<file path="config.mk">
export PLATFORM = sky130hd
export DESIGN_NAME = rcgp_div
export DESIGN_NICKNAME = d
export VERILOG_FILES = /design/src/rtl/core/rcgp_pkg.sv /design/src/rtl/core/rcgp_div.sv
export SDC_FILE = /design/constraint.sdc
export NUM_CORES = 2
export LEC_CHECK = 0
export BUFFER_PORTS_ARGS = -buffer_cell sky130_fd_sc_hd__buf_4
export CAP_MARGIN = 30
export CORE_MARGIN = 10
export CORE_UTILIZATION = 33
export CTS_BUF_LIST = sky130_fd_sc_hd__clkbuf_4 sky130_fd_sc_hd__clkbuf_8 sky130_fd_sc_hd__clkbuf_16
export DETAILED_ROUTE_END_ITERATION = 6
export HOLD_SLACK_MARGIN = 0.15
export SYNTH_ARGS = -nofsm -noshare
export SYNTH_HDL_FRONTEND = slang
export SYNTH_SLANG_ARGS = --single-unit
export TNS_END_PERCENT = 100
</file>
<file path="constraint.sdc">
create_clock -name i_clk -period 10 [get_ports i_clk]
set_input_delay 1.5 -clock i_clk [delete_from_list [all_inputs] [get_ports i_clk]]
set_output_delay 1.5 -clock i_clk [all_outputs]
set_load 0.01 [all_outputs]
</file>
<file path="src/rtl/core/rcgp_pkg.sv">
`timescale 1ns / 1ps
// ---------------------------------------------------------------------------
// rcgp_pkg: shared types, constants and helpers of the pixel grading pipeline
// Holds the fixed-point format, the payload structs that travel between the
// pipeline sections, the register map and the saturation helpers.
// ---------------------------------------------------------------------------
package rcgp_pkg;

    // Fixed-point format of the channel values.
    localparam int FRAC_BITS = 12;
    localparam int CHAN_W    = 24;
    localparam logic signed [63:0] ONE_L = 64'sd1 <<< FRAC_BITS;
    localparam logic signed [63:0] LIM_L = 64'sd1 <<< (FRAC_BITS + 10);

    // Rec.601 luma weights and the chroma threshold, rounded to FRAC_BITS.
    localparam logic signed [12:0] LUMA_KR = 13'sd1225;
    localparam logic signed [12:0] LUMA_KG = 13'sd2404;
    localparam logic signed [12:0] LUMA_KB = 13'sd467;
    localparam logic signed [23:0] CHROMA_MIN = 24'sd4;

    // Reciprocal of 255 scaled by 2^29, rounded up.
    localparam logic [42:0] RECIP_255 = 43'd2105377;

    // Squared distance from the image center.
    localparam int DX_W = 20;
    localparam int SQ_W = 33;
    localparam int D2_W = 34;

    // Chroma ratio divider: dividend, divisor, remainder and bits per stage.
    localparam int NUM_W      = 36;
    localparam int DEN_W      = 23;
    localparam int REM_W      = DEN_W + 1;
    localparam int DIV_BITS   = 3;
    localparam int DIV_STAGES = NUM_W / DIV_BITS;

    typedef logic signed [CHAN_W-1:0] t_chan;

    // Incoming pixel as packed in the input tdata.
    typedef struct packed {
        logic [11:0] row;
        logic [11:0] column;
        logic [7:0]  blue;
        logic [7:0]  green;
        logic [7:0]  red;
    } t_pix;

    // Pixel in flight: three channels, its luma and squared center distance.
    typedef struct packed {
        t_chan [2:0]      chan;
        t_chan            luma;
        logic [D2_W-1:0]  dist2;
    } t_grade;

    // Saturated channels ready for the vignette multiply.
    typedef struct packed {
        t_chan [2:0] chan;
        t_chan       vfac;
    } t_mix;

    // Configuration registers.
    typedef struct packed {
        logic [31:0]        white_balance;
        logic [17:0]        exposure_gain;
        logic [13:0]        contrast_gain;
        logic [13:0]        saturation_gain;
        logic signed [13:0] vibrance_amount;
        logic [63:0]        tone_amounts;
        logic signed [47:0] vignette_scale;
        logic [31:0]        image_size;
    } t_cfg;

    typedef enum logic [2:0] {
        REG_WHITE_BALANCE   = 3'd0,
        REG_EXPOSURE_GAIN   = 3'd1,
        REG_CONTRAST_GAIN   = 3'd2,
        REG_SATURATION_GAIN = 3'd3,
        REG_VIBRANCE_AMOUNT = 3'd4,
        REG_TONE_AMOUNTS    = 3'd5,
        REG_VIGNETTE_SCALE  = 3'd6,
        REG_IMAGE_SIZE      = 3'd7
    } t_cfg_reg;

    // Clamp a wide signed value to the working range of a channel.
    function automatic t_chan sat_chan(input logic signed [63:0] v);
        if (v > LIM_L) begin
            return t_chan'(LIM_L);
        end else if (v < -LIM_L) begin
            return t_chan'(-LIM_L);
        end
        return t_chan'(v);
    endfunction

    // Map an 8-bit code to the fixed-point scale with rounding. The division
    // by 255 is a multiply by the reciprocal, exact over the whole code range.
    function automatic logic [12:0] to_fixed(input logic [7:0] p);
        logic [20:0] num;
        logic [42:0] prod;
        num  = {1'b0, p, 12'b0} + 21'd127;
        prod = {22'b0, num} * RECIP_255;
        return prod[41:29];
    endfunction

endpackage

</file>
<file path="src/rtl/core/rcgp_div.sv">
`timescale 1ns / 1ps
// ---------------------------------------------------------------------------
// rcgp_div: pipelined restoring divider for the chroma ratio
// Resolves DIV_BITS quotient bits per stage; the pixel payload rides along.
// A pixel whose peak is at or below the threshold gets a zero ratio.
// ---------------------------------------------------------------------------
module rcgp_div import rcgp_pkg::*; (
    input  logic             i_clk,
    input  logic             i_rst_n,
    input  logic             i_en,
    input  logic             i_valid,
    input  t_grade           i_grade,
    input  logic [NUM_W-1:0] i_num,
    input  logic [DEN_W-1:0] i_den,
    input  logic             i_nz,
    output logic             o_valid,
    output t_grade           o_grade,
    output logic [NUM_W-1:0] o_ratio
);

    localparam int LAST = DIV_STAGES - 1;

    logic [DIV_STAGES-1:0] r_v;
    logic [DIV_STAGES-1:0] r_nz;
    t_grade                r_g   [DIV_STAGES];
    logic [REM_W-1:0]      r_rem [DIV_STAGES];
    logic [NUM_W-1:0]      r_dq  [DIV_STAGES];
    logic [DEN_W-1:0]      r_den [DIV_STAGES];
    logic [REM_W-1:0]      n_rem [DIV_STAGES];
    logic [NUM_W-1:0]      n_dq  [DIV_STAGES];

    // Each stage shifts DIV_BITS dividend bits into the remainder.
    for (genvar k = 0; k < DIV_STAGES; k++) begin : g_stage
        logic [REM_W-1:0] rem_in;
        logic [NUM_W-1:0] dq_in;
        logic [DEN_W-1:0] den_in;

        if (k == 0) begin : g_first
            assign rem_in = '0;
            assign dq_in  = i_num;
            assign den_in = i_den;
        end else begin : g_next
            assign rem_in = r_rem[k-1];
            assign dq_in  = r_dq[k-1];
            assign den_in = r_den[k-1];
        end

        always_comb begin
            logic [REM_W-1:0] rem;
            logic [NUM_W-1:0] dq;
            rem = rem_in;
            dq  = dq_in;
            for (int b = 0; b < DIV_BITS; b++) begin
                rem = {rem[REM_W-2:0], dq[NUM_W-1]};
                dq  = {dq[NUM_W-2:0], 1'b0};
                if (rem >= {1'b0, den_in}) begin
                    rem   = rem - {1'b0, den_in};
                    dq[0] = 1'b1;
                end
            end
            n_rem[k] = rem;
            n_dq[k]  = dq;
        end
    end

    // Valid bits travel with the data.
    always_ff @(posedge i_clk) begin
        if (!i_rst_n) begin
            r_v <= '0;
        end else if (i_en) begin
            r_v <= {r_v[DIV_STAGES-2:0], i_valid};
        end
    end

    // Stage registers.
    always_ff @(posedge i_clk) begin
        if (i_en) begin
            r_g[0]   <= i_grade;
            r_den[0] <= i_den;
            r_nz[0]  <= i_nz;
            for (int k = 1; k < DIV_STAGES; k++) begin
                r_g[k]   <= r_g[k-1];
                r_den[k] <= r_den[k-1];
                r_nz[k]  <= r_nz[k-1];
            end
            for (int k = 0; k < DIV_STAGES; k++) begin
                r_rem[k] <= n_rem[k];
                r_dq[k]  <= n_dq[k];
            end
        end
    end

    assign o_valid = r_v[LAST];
    assign o_grade = r_g[LAST];
    assign o_ratio = r_nz[LAST] ? r_dq[LAST] : '0;

    // A finished division leaves a remainder below the divisor.
    a_rem_below_den: assert property (@(posedge i_clk) disable iff (!i_rst_n)
        r_v[LAST] && r_nz[LAST] |-> r_rem[LAST] < {1'b0, r_den[LAST]})
        else $error("divider remainder not below divisor");

endmodule

</file>
==> results.cfg <==
[run_status]
outcome = completed

[layout]
fill_cells = 35280
seq_area_mm2 = 0.07561
nNetsFinal = 11010
multi_input_area_mm2 = 0.04489
area_growth_syn_to_layout_pct = 15.35
final_cell_mix = edfxtp_1 (2,510), ha_1 (807), a21oi_1 (655)
layout_commonest_cell = edfxtp_1
utilization_pct = 38.18
drive_above_1_share_pct = 14.97

[global_route]
grt.overflow.total = 0
grt_pass1_vias = 77770
grt_util_all_layers_pct = 14.57
antenna_found_initial = 5
grt_pass1_wl_um = 463100
grt_max_degree = 212

[die]
die_x_um = 633.3
io_pins = 361
rows = 225
core_area_mm2 = 0.3750
die_area_mm2 = 0.4010
start_util_pct = 33.10
die_h_um = 633.3

[critical_path]
rr_worst_depth = 32
start_kind = flop
crit_path_max_fanout = 20
crit_cells = 32
slowest_delay_ns = 0.68
path_buf_inv = 5
critPathRequiredTime_ns = 10.62
endpoint_kind = flop
r2r_setup_slack_ns = 0.57
cp.arrival_ns = 10.05
cpMaxStageDelayCell = edfxtp_1
crit_family = compound AO/OA/AOI/OAI gates
critical_path_class = flop to flop

[yosys]
syn_inst = 9376
yosys_warnings = 0
ys_ff_latch = 2522
synth_nets = 10410
synth_edf_count = 2510
ys_async_sr_fraction_pct = 0
synth_cell_types = 93
synth_top_flop_cell = edfxtp_1
ys_seq_area_share_pct = 60.92
syn_area_mm2 = 0.1241
synth_area_per_cell_um2 = 13.24

[cts]
cts_inserted_buffers = 286
cts_max_level = 5
cts_tree = yes
cts_buffer_depth = 4
clkTransAtPathRegs_ns = 0.06
cts_sinks = 2522
cts.root.buffer_cell = clkbuf_16
insertion_delay_ns = 0.90

[timing]
finalHoldViolations = 0
fmax_mhz = 106.1
tns_ns = 0
finalSetupViolations = 0
fin_crit_ns = 9.426
tightestPinTransition_ns = 1.073
skew_ns = 0.05922
period_share_pct = 94.26
worst_hold_slack_ns = 0.3727
max_slew_margin_pct = 28.49
slew_viol_final = 0
worst_slack_ns = 0.5739
rsz0062_at_grt = no

[placement]
dp_hpwl_um = 227100
gp_congestion = 0.9177
dp_slack_ns = 0.05940
io_buffers = 360

[route]
ant_nets = 0
wl_met1_um = 127100
highest_layer = met5
wl_met3_um = 12210
route.detailed.drc = 0
route.final.wire_length_um = 304800
wl_met2_um = 151800
vias = 76810
viasPerCell = 5.054
wl_per_cell_um = 20.06
firstDrtPassIters = 6
drt_iter0_drc = 5538

[hold_path]
min_path_cells = 0
min_path_type = flop to flop

[run]
drv_cap = 0
## what timing repair did
item                                    4_1_cts  5_1_grt
resized for setup                             0       15
setup buffers                                 2        0
endpoints found under the setup margin        3      104
hold buffers                                  0        0
## cell families after synthesis
kind of cell    share of synthesized area [%]
simple gates                            7.414
buf+inv                                 2.998
xor+xnor                                4.305
fa+ha+maj                               8.684
flops                                   60.92
mux                                     4.200
compound gates                          11.48
## registers in the layout, indices dropped and copies added, names as in the netlist
| register | count |
|---|---|
| r_g | 1560 |
| r_dq | 432 |
| r_den | 253 |
| r_rem | 253 |
| r_nz | 12 |
| r_v | 12 |
## path summary, 6_finish.rpt
check,startpoint,to
setup / recovery,r_den[7][1]$_DFFE_PP_,r_rem[8][21]$_DFFE_PP_
hold / removal,r_g[2][85]$_DFFE_PP_,r_g[2][215]$_DFFE_PP_
setup reg to reg,r_den[7][1]$_DFFE_PP_,r_rem[8][21]$_DFFE_PP_
hold reg to reg,r_g[2][85]$_DFFE_PP_,r_g[2][215]$_DFFE_PP_
## synth_stat cells (146+ instances only)
cell type | number | area, um^2
mux2_2 | 356 | 4009
inv_1 | 563 | 2113
ha_1 | 807 | 10100
xor2_1 | 212 | 1857
nand2_1 | 443 | 1663
nor3_1 | 164 | 820.8
xnor2_1 | 398 | 3486
edfxtp_1 | 2510 | 75370
nor2_1 | 487 | 1828
a21oi_1 | 661 | 3308
nand3_1 | 146 | 730.7
o21ai_0 | 467 | 2337
a21o_1 | 305 | 2290
## through the flow
stage / area (um^2) / instances
2_1_floorplan: 124100 / 9376
5_1_grt: 143100 / 15190
6_report: 143200 / 15200
3_3_place_gp: 133400 / 14680
3_5_place_dp: 133400 / 14680
4_1_cts: 143000 / 15190
## layout make-up
class | instances | share of cell area, %
repair buffers | 581 | 3.263
clock inverters | 148 | 1.248
inverters | 571 | 1.497
well taps | 4994 | 4.365
clock buffers | 359 | 5.443
flip-flops and latches | 2522 | 52.82
diodes | 7 | 0.01224
multi-input cells | 6015 | 31.35
## metal layers
layer | vias to the layer above | GRT usage [%]
met4 | 2 | 6.072
met1 | 37620 | 17.94
li1 | 36680 | -
met3 | 593 | 1.859
met2 | 1920 | 25.73
met5 | - | 0
Power is left out: the tool's default activity adds up to more than one toggle a clock period on the data nets, which glitch-free logic cannot reach.
